<file path="src/hdl/selms_pkg.sv">
// constants and widths of the sign-error lms equalizer
// no dependencies
package selms_pkg;

    localparam int NUM_TAPS = 16;
    localparam int CNT_W    = (NUM_TAPS > 1) ? $clog2(NUM_TAPS) : 1;

    localparam int SMP_W    = 16;
    localparam int TAP_W    = 24;
    localparam int STEP_W   = 24;
    localparam int LEAK_W   = 16;

    // shared multiplier operand and product widths
    localparam int MUL_A_W  = TAP_W + 1;
    localparam int MUL_B_W  = LEAK_W + 1;
    localparam int MUL_P_W  = MUL_A_W + MUL_B_W;

    localparam int ACC_W    = MUL_P_W + CNT_W;
    localparam int LKV_W    = MUL_P_W - 24;
    localparam int UPD_W    = TAP_W + 3;

    localparam logic [TAP_W-1:0]  TAP_ONE      = TAP_W'(1 << 20);
    localparam logic [STEP_W-1:0] STEP_RESET   = STEP_W'(3355);
    localparam logic [LEAK_W-1:0] LEAK_RESET   = LEAK_W'(168);

    // configuration register indexes
    localparam int CFG_IDX_W = 1;
    localparam logic [CFG_IDX_W-1:0] REG_STEP_SIZE = 1'b0;
    localparam logic [CFG_IDX_W-1:0] REG_LEAK_RATE = 1'b1;

    // input item kinds (tuser)
    localparam logic KIND_PUSH  = 1'b0;
    localparam logic KIND_ADAPT = 1'b1;

    localparam int S_TDATA_W = 48;
    localparam int M_TDATA_W = 16;

endpackage

</file>
<file path="src/hdl/sign_error_lms_adaptive_fir.sv">
// sign-error lms adaptive fir equalizer, top level
// depends on selms_pkg
//
// Adaptive FIR equalizer with NUM_TAPS taps in Q3.20 and a window of the
// NUM_TAPS latest Q1.14 samples. A push item (tuser 0) shifts tdata[15:0]
// into the window and returns the rounded, saturated dot product of taps and
// window, with tuser high when it clipped. An adapt item (tuser 1) carries
// desired in tdata[31:16] and actual in tdata[47:32]; every tap leaks when
// large and moves by the sign of desired minus actual times step_size times
// its sample; the previous output is returned unchanged. Every item returns
// exactly one result. All arithmetic goes through one 25x17 signed
// multiplier with a registered product, driven by a small sequencer while
// tap and window registers rotate past it. A push forms one product per tap,
// then drains the last product and rounds it; an adapt forms a leak product,
// a magnitude compare product and a step product per tap, then updates it.
// s_tready is high only while the sequencer is idle; a finished result waits
// in the output register until taken, and the next item is accepted
// meanwhile. Configuration writes are always taken.
module sign_error_lms_adaptive_fir
    import selms_pkg::*;
(
    input  logic                    aclk,
    input  logic                    aresetn,
    // input items
    input  logic                    s_tvalid,
    output logic                    s_tready,
    input  logic [S_TDATA_W-1:0]    s_tdata,   // sample [15:0], desired [31:16], actual [47:32]
    input  logic                    s_tuser,   // kind
    // result items
    output logic                    m_tvalid,
    input  logic                    m_tready,
    output logic [M_TDATA_W-1:0]    m_tdata,   // filtered [15:0]
    output logic                    m_tuser,   // clipped
    // configuration writes
    input  logic                    cfg_valid,
    output logic                    cfg_ready,
    input  logic [CFG_IDX_W-1:0]    cfg_index,
    input  logic [STEP_W-1:0]       cfg_data
);

    typedef enum logic [3:0] {
        S_IDLE,
        S_MAC,
        S_MAC_LAST,
        S_ROUND,
        S_AD_LEAK,
        S_AD_MAG,
        S_AD_STEP,
        S_AD_UPD,
        S_DONE
    } state_t;

    localparam logic [CNT_W-1:0]     LAST_CNT  = CNT_W'(NUM_TAPS - 1);
    localparam logic [CNT_W:0]       CENTER2   = (CNT_W + 1)'(NUM_TAPS - 1);
    localparam logic signed [MUL_P_W-1:0] LEAK_HALF = MUL_P_W'(64'sd1 <<< 23);
    localparam logic signed [MUL_P_W-1:0] ADJ_HALF  = MUL_P_W'(64'sd1 <<< 17);
    localparam logic signed [MUL_P_W-1:0] BIG_THR   = MUL_P_W'(64'sd1 <<< 21);
    localparam logic signed [ACC_W-1:0]   OUT_HALF  = ACC_W'(64'sd1 <<< 19);
    localparam logic signed [ACC_W-21:0]  Y_MAX     = (ACC_W - 20)'(32767);
    localparam logic signed [ACC_W-21:0]  Y_MIN     = -(ACC_W - 20)'(32768);
    localparam logic signed [UPD_W-1:0]   T_MAX     = UPD_W'(8388607);
    localparam logic signed [UPD_W-1:0]   T_MIN     = -UPD_W'(8388608);

    // sequencer and control
    state_t                     state_reg, state_next;
    logic [CNT_W-1:0]           cnt_reg, cnt_next;
    logic                       step_neg_reg, step_neg_next;
    logic                       step_zero_reg, step_zero_next;

    // configuration
    logic [STEP_W-1:0]          step_reg, step_next;
    logic [LEAK_W-1:0]          leak_rate_reg, leak_rate_next;

    // rotating tap and window lines, position 0 feeds the multiplier
    logic signed [TAP_W-1:0]    tap_reg [NUM_TAPS];
    logic signed [TAP_W-1:0]    tap_next [NUM_TAPS];
    logic signed [SMP_W-1:0]    win_reg [NUM_TAPS];
    logic signed [SMP_W-1:0]    win_next [NUM_TAPS];

    // datapath
    logic signed [MUL_P_W-1:0]  prod_reg, prod_next;
    logic signed [ACC_W-1:0]    acc_reg, acc_next;
    logic signed [LKV_W-1:0]    leak_reg, leak_next;
    logic signed [SMP_W-1:0]    last_out_reg, last_out_next;
    logic                       last_clip_reg, last_clip_next;

    // output register
    logic                       m_valid_reg, m_valid_next;
    logic [M_TDATA_W-1:0]       m_data_reg, m_data_next;
    logic                       m_user_reg, m_user_next;

    // shared multiplier
    logic signed [MUL_A_W-1:0]  mul_a;
    logic signed [MUL_B_W-1:0]  mul_b;
    logic signed [MUL_P_W-1:0]  mul_p;

    logic signed [TAP_W-1:0]    tap0;
    logic signed [SMP_W-1:0]    win0;
    logic signed [MUL_A_W-1:0]  tap_mag;
    logic signed [MUL_A_W-1:0]  step_op;
    logic [CNT_W:0]             two_i;
    logic [CNT_W:0]             dist2;

    logic signed [MUL_P_W-1:0]  leak_full;
    logic signed [MUL_P_W-1:0]  adj_full;
    logic signed [TAP_W-1:0]    adj_val;
    logic signed [UPD_W-1:0]    upd_sum;
    logic signed [TAP_W-1:0]    tap_new;
    logic signed [ACC_W-1:0]    y_full;
    logic signed [ACC_W-21:0]   y_val;

    logic signed [SMP_W-1:0]    in_sample;
    logic signed [SMP_W-1:0]    in_desired;
    logic signed [SMP_W-1:0]    in_actual;
    logic                       in_accept;

    assign s_tready  = (state_reg == S_IDLE);
    assign cfg_ready = 1'b1;
    assign m_tvalid  = m_valid_reg;
    assign m_tdata   = m_data_reg;
    assign m_tuser   = m_user_reg;

    assign in_accept  = s_tvalid && s_tready;
    assign in_sample  = $signed(s_tdata[15:0]);
    assign in_desired = $signed(s_tdata[31:16]);
    assign in_actual  = $signed(s_tdata[47:32]);

    assign tap0 = tap_reg[0];
    assign win0 = win_reg[0];

    // |tap| fits the positive range of the 25-bit operand
    assign tap_mag = tap0[TAP_W-1] ? -MUL_A_W'(tap0) : MUL_A_W'(tap0);

    // sign-error step as multiplier operand: +step, -step or zero
    assign step_op = step_zero_reg ? '0 :
                     step_neg_reg  ? -$signed({1'b0, step_reg}) :
                                     $signed({1'b0, step_reg});

    // twice the distance of tap cnt from the center
    assign two_i = {cnt_reg, 1'b0};
    assign dist2 = (two_i >= CENTER2) ? (two_i - CENTER2) : (CENTER2 - two_i);

    // operand select for the one multiplier
    always_comb begin
        mul_a = '0;
        mul_b = '0;
        case (state_reg)
            S_MAC: begin
                mul_a = MUL_A_W'(tap0);
                mul_b = MUL_B_W'(win0);
            end
            S_AD_LEAK: begin
                mul_a = MUL_A_W'(tap0);
                mul_b = $signed({1'b0, leak_rate_reg});
            end
            S_AD_MAG: begin
                mul_a = tap_mag;
                mul_b = $signed(MUL_B_W'(dist2) + MUL_B_W'(2));
            end
            S_AD_STEP: begin
                mul_a = step_op;
                mul_b = MUL_B_W'(win0);
            end
            default: begin
                mul_a = '0;
                mul_b = '0;
            end
        endcase
    end

    assign mul_p = mul_a * mul_b;

    // rounding of the registered product, half up then floor
    assign leak_full = prod_reg + LEAK_HALF;
    assign adj_full  = prod_reg + ADJ_HALF;
    assign adj_val   = $signed(adj_full[MUL_P_W-1:18]);

    // tap update with saturation
    assign upd_sum = UPD_W'(tap0) - UPD_W'(leak_reg) + UPD_W'(adj_val);
    assign tap_new = (upd_sum > T_MAX) ? TAP_W'(T_MAX) :
                     (upd_sum < T_MIN) ? TAP_W'(T_MIN) : TAP_W'(upd_sum);

    // output rounding
    assign y_full = acc_reg + OUT_HALF;
    assign y_val  = $signed(y_full[ACC_W-1:20]);

    always_comb begin
        state_next     = state_reg;
        cnt_next       = cnt_reg;
        step_neg_next  = step_neg_reg;
        step_zero_next = step_zero_reg;
        step_next      = step_reg;
        leak_rate_next = leak_rate_reg;
        tap_next       = tap_reg;
        win_next       = win_reg;
        prod_next      = prod_reg;
        acc_next       = acc_reg;
        leak_next      = leak_reg;
        last_out_next  = last_out_reg;
        last_clip_next = last_clip_reg;
        m_valid_next   = m_valid_reg && !m_tready;
        m_data_next    = m_data_reg;
        m_user_next    = m_user_reg;

        if (cfg_valid) begin
            unique case (cfg_index)
                REG_STEP_SIZE: step_next      = cfg_data;
                REG_LEAK_RATE: leak_rate_next = cfg_data[LEAK_W-1:0];
                default: ;
            endcase
        end

        unique case (state_reg)
            S_IDLE: begin
                if (in_accept) begin
                    cnt_next = '0;
                    if (s_tuser == KIND_PUSH) begin
                        // shift the new sample in at the top
                        for (int i = 0; i < NUM_TAPS - 1; i++) begin
                            win_next[i] = win_reg[i + 1];
                        end
                        win_next[NUM_TAPS - 1] = in_sample;
                        state_next = S_MAC;
                    end else begin
                        step_neg_next  = (in_desired < in_actual);
                        step_zero_next = (in_desired == in_actual);
                        state_next     = S_AD_LEAK;
                    end
                end
            end
            S_MAC: begin
                // product of this tap, sum of the previous one; the first pass clears
                prod_next = mul_p;
                acc_next  = (cnt_reg == '0) ? '0 : (acc_reg + ACC_W'(prod_reg));
                for (int i = 0; i < NUM_TAPS - 1; i++) begin
                    tap_next[i] = tap_reg[i + 1];
                    win_next[i] = win_reg[i + 1];
                end
                tap_next[NUM_TAPS - 1] = tap0;
                win_next[NUM_TAPS - 1] = win0;
                cnt_next = cnt_reg + 1'b1;
                if (cnt_reg == LAST_CNT) begin
                    state_next = S_MAC_LAST;
                end
            end
            S_MAC_LAST: begin
                acc_next   = acc_reg + ACC_W'(prod_reg);
                state_next = S_ROUND;
            end
            S_ROUND: begin
                if (y_val > Y_MAX) begin
                    last_out_next  = SMP_W'(Y_MAX);
                    last_clip_next = 1'b1;
                end else if (y_val < Y_MIN) begin
                    last_out_next  = SMP_W'(Y_MIN);
                    last_clip_next = 1'b1;
                end else begin
                    last_out_next  = SMP_W'(y_val);
                    last_clip_next = 1'b0;
                end
                state_next = S_DONE;
            end
            S_AD_LEAK: begin
                prod_next  = mul_p;
                state_next = S_AD_MAG;
            end
            S_AD_MAG: begin
                leak_next  = $signed(leak_full[MUL_P_W-1:24]);
                prod_next  = mul_p;
                state_next = S_AD_STEP;
            end
            S_AD_STEP: begin
                // small taps do not leak
                if (prod_reg < BIG_THR) begin
                    leak_next = '0;
                end
                prod_next  = mul_p;
                state_next = S_AD_UPD;
            end
            S_AD_UPD: begin
                for (int i = 0; i < NUM_TAPS - 1; i++) begin
                    tap_next[i] = tap_reg[i + 1];
                    win_next[i] = win_reg[i + 1];
                end
                tap_next[NUM_TAPS - 1] = tap_new;
                win_next[NUM_TAPS - 1] = win0;
                cnt_next = cnt_reg + 1'b1;
                state_next = (cnt_reg == LAST_CNT) ? S_DONE : S_AD_LEAK;
            end
            S_DONE: begin
                // wait for room in the output register
                if (!m_valid_reg || m_tready) begin
                    m_valid_next = 1'b1;
                    m_data_next  = last_out_reg;
                    m_user_next  = last_clip_reg;
                    state_next   = S_IDLE;
                end
            end
            default: state_next = S_IDLE;
        endcase
    end

    always_ff @(posedge aclk) begin
        if (!aresetn) begin
            state_reg     <= S_IDLE;
            cnt_reg       <= '0;
            step_neg_reg  <= 1'b0;
            step_zero_reg <= 1'b1;
            step_reg      <= STEP_RESET;
            leak_rate_reg <= LEAK_RESET;
            for (int i = 0; i < NUM_TAPS; i++) begin
                tap_reg[i] <= (i == NUM_TAPS / 2) ? TAP_ONE : '0;
                win_reg[i] <= '0;
            end
            last_out_reg  <= '0;
            last_clip_reg <= 1'b0;
            m_valid_reg   <= 1'b0;
        end else begin
            state_reg     <= state_next;
            cnt_reg       <= cnt_next;
            step_neg_reg  <= step_neg_next;
            step_zero_reg <= step_zero_next;
            step_reg      <= step_next;
            leak_rate_reg <= leak_rate_next;
            tap_reg       <= tap_next;
            win_reg       <= win_next;
            last_out_reg  <= last_out_next;
            last_clip_reg <= last_clip_next;
            m_valid_reg   <= m_valid_next;
        end
        prod_reg   <= prod_next;
        acc_reg    <= acc_next;
        leak_reg   <= leak_next;
        m_data_reg <= m_data_next;
        m_user_reg <= m_user_next;
    end

endmodule

</file>
<file path="config.mk">
export PLATFORM = sky130hd
export DESIGN_NAME = sign_error_lms_adaptive_fir
export DESIGN_NICKNAME = d
export VERILOG_FILES = /design/src/hdl/selms_pkg.sv /design/src/hdl/sign_error_lms_adaptive_fir.sv
export SDC_FILE = /design/constraint.sdc
export NUM_CORES = 2
export LEC_CHECK = 0
export BUFFER_PORTS_ARGS = -buffer_cell sky130_fd_sc_hd__clkbuf_2
export CAP_MARGIN = 20
export CORE_UTILIZATION = 64
export CTS_BUF_LIST = sky130_fd_sc_hd__clkbuf_16
export DETAILED_ROUTE_END_ITERATION = 7
export GPL_TIMING_DRIVEN = 0
export PLACE_DENSITY = 0.86
export SLEW_MARGIN = 20
export SYNTH_ARGS = -nofsm -noshare
export SYNTH_HDL_FRONTEND = slang
export SYNTH_SLANG_ARGS = --single-unit
</file>
<file path="constraint.sdc">
create_clock -name aclk -period 11.49 [get_ports aclk]
set_input_delay 1.149 -clock aclk [delete_from_list [all_inputs] [get_ports aclk]]
set_output_delay 1.149 -clock aclk [all_outputs]
set_load 0.005 [all_outputs]
</file>
==> out/metrics.yaml <==
status: "finished clean"
combPwrFrac_pct: 36.3
cts_resized: 0
final.setup.tns_ns: 0
fillers: 6127
vias_per_cell: 5.85
track_usage_pct: 34.8
drc_errors: 0
p_sw_share_pct: 39.4
synthTopCellsByArea: "dfxtp_1 (27%), fa_1 (17%), nand2_1 (12%)"
start_kind: "flop"
cp_num_buf_inv: 5
crit_top_cell: "fa_1"
cp_slowest_cell: "o31ai_1"
die_area_mm2: 0.0838
grt_pass1_wl_mm: 228
clock_power_share_pct: 28.6
layout-drive-gt1-share_pct: 4.79
endpoint_kind: "flop"
utilization_pct: 70.7
yosys_most_used_dff: "dfxtp_1"
area.growth.synth_to_final_pct: 9.46
cap_violations: 0
dr.pass1.iters: 6
cts_buffers: 85
p_int_mw: 6.07
busiest_layer: "met2"
worst_hold_slack_ns: 0.431
ys_seq_elements: 831
yosysWarnings: 0
synthDistinctLibCells: 90
crit_path_max_incr_delay_ns: 0.65
rows: 105
ios: 99
syn_area_mm2: 0.0529
grt.overflow.total: 0
clock_tree.root_cell: "clkbuf_16"
yosysTopAreaCell: "dfxtp_1"
core_area_mm2: 0.0818
finalMaxSlewViolations: 0
place_area_mm2: 0.0550
vias: 44300
largest_reg_flops: 360
worstPathMaxFanout: 9
grt_max_degree: 23
antenna_found_initial: 10
postCtsHoldBufs: 0
gr-usage-met1_pct: 45.5
required_ns: 11.81
first_iter_violations: 4129
design_area_mm2: 0.0579
skew_ns: 0.0347
use_met3_pct: 8.02
worstPathArrival_ns: 11.05
total_leakage_power_nw: 23.5
post_synth.cell_area_avg_um2: 8.49
rsz0062_at_grt: "false"
seq_power_share_pct: 35.1
wl_per_cell_um: 19.2
worst-setup-path-type: "reg -> reg"
ir_drop_uv: 145
routed_wl_mm: 146
gp_congestion: 1.02
die_h_um: 289
p_sw_mw: 3.95
synth.top_cell.area_share_pct: 26.8
grt_pass1_vias: 43400
fmax_ghz: 0.0932
tightestPinTransition_ns: 1.26
cp_top_family: "adder cells"
synthArstFlopShare_pct: 0
initial_utilization_pct: 64.6
setup-violations-final: 0
clk_pin_slew_ns: 0.06
power_density_mw_per_mm2: 173
grtUsageMet2_pct: 55.4
hold_class: "reg -> reg"
synth_edf_count: 123
die_width_um: 289
netlist_top_cells_count: "nand2_1 (1,659), dfxtp_1 (708), a21boi_0 (636)"
io_buffers: 97
cts_tree: "built"
slew_headroom_pct: 16.2
h-tree-depth: 3
clockBufferDepth: 3
postRouteAntennaNets: 0
ys_seq_area_share_pct: 33.8
final_hold_viol_count: 0
nNetsFinal: 7152
syn_inst: 6230
clock_sinks: 831
fin_crit_sh_pct: 93.3
yosysMostFrequentCell: "nand2_1"
postCtsSetupRepairBufs: 0
synthesis.nets: 6947
insertion_delay_ns: 0.68
place_hpwl_mm: 113
period_minus_slack_ns: 10.72
[power by group through the flow]
stage | Combinational [mW] | Clock (mW) | Sequential, mW
detailed placement | 3.51 | 0 | 3.57
CTS | 3.55 | 2.88 | 3.51
global placement | 3.37 | 0 | 3.58
global route | 3.98 | 3.00 | 3.54
floorplan | 2.58 | 0 | 3.47
finish | 3.64 | 2.86 | 3.52
[final cells by class]
cell class | count | area (um2) | area share, %
Antenna cell | 6 | 15.0 | 0.0259
Buffer | 346 | 1380 | 2.39
Clock buffer | 86 | 2150 | 3.72
Clock inverter | 65 | 736 | 1.27
Inverter | 574 | 2150 | 3.72
Multi-Input combinational cell | 4479 | 31500 | 54.5
Sequential cell | 831 | 17900 | 30.9
Tap cell | 1070 | 1340 | 2.31
Timing Repair Buffer | 118 | 676 | 1.17
[layout by cell type (no fill, tap or decap), types with 128 or more instances in the layout]
cell      instances
a21boi_0        636
a21oi_1         147
clkbuf_1        324
dfxtp_1         708
fa_1            441
ha_1            197
inv_1           583
nand2_1        1659
nor2_1          433
o21ai_0         128
[worst paths after layout]
check	startpoint	endpoint	slack, ns	cells after the start
setup reg to reg	tap0[0]	prod_reg[40]	0.77	33
hold reg to reg	last_out_reg[12]	m_tdata[12]	0.43	0
setup / recovery	tap0[0]	prod_reg[40]	0.77	33
hold / removal	last_out_reg[12]	m_tdata[12]	0.43	0
[cells by family after synthesis]
| kind of cell | synth area share (%) |
|---|---|
| AO/OA/AOI/OAI | 16.2 |
| XOR/XNOR | 3.02 |
| adder cells (fa/ha/maj) | 21.4 |
| buffers and inverters | 6.69 |
| flip-flops | 33.8 |
| multiplexers | 0.0757 |
| other | 0.00709 |
| AND/OR/NAND/NOR | 18.8 |
[worst reg2reg max path, delay by kind of cell, from the launching register on]
kind | cells | cell delay, ns
AO/OA/AOI/OAI | 8 | 2.57
buffers and inverters | 5 | 0.45
XOR/XNOR | 1 | 0.43
flip-flops | 1 | 0.44
adder cells (fa/ha/maj) | 8 | 3.50
AND/OR/NAND/NOR | 11 | 2.98
[metrics by stage]
step / total power [mW] / cells / setup slack, ns
after detailed placement: 7.07 / 7416 / 1.03
after floorplan: 6.05 / 6230 / 2.64
after CTS: 9.94 / 7567 / 1.02
after global routing: 10.5 / 7569 / 0.305
final: 10.0 / 7575 / 0.765
after global placement: 6.96 / 7397 / 0.447
[routing by layer]
| layer | wire [um] | up-vias |
|---|---|---|
| li1 | - | 20500 |
| met1 | 57200 | 21300 |
| met2 | 66200 | 2041 |
| met3 | 15200 | 497 |
| met4 | 6950 | 4 |
| met5 | 32 | - |
(Power assumes the default switching activity.)
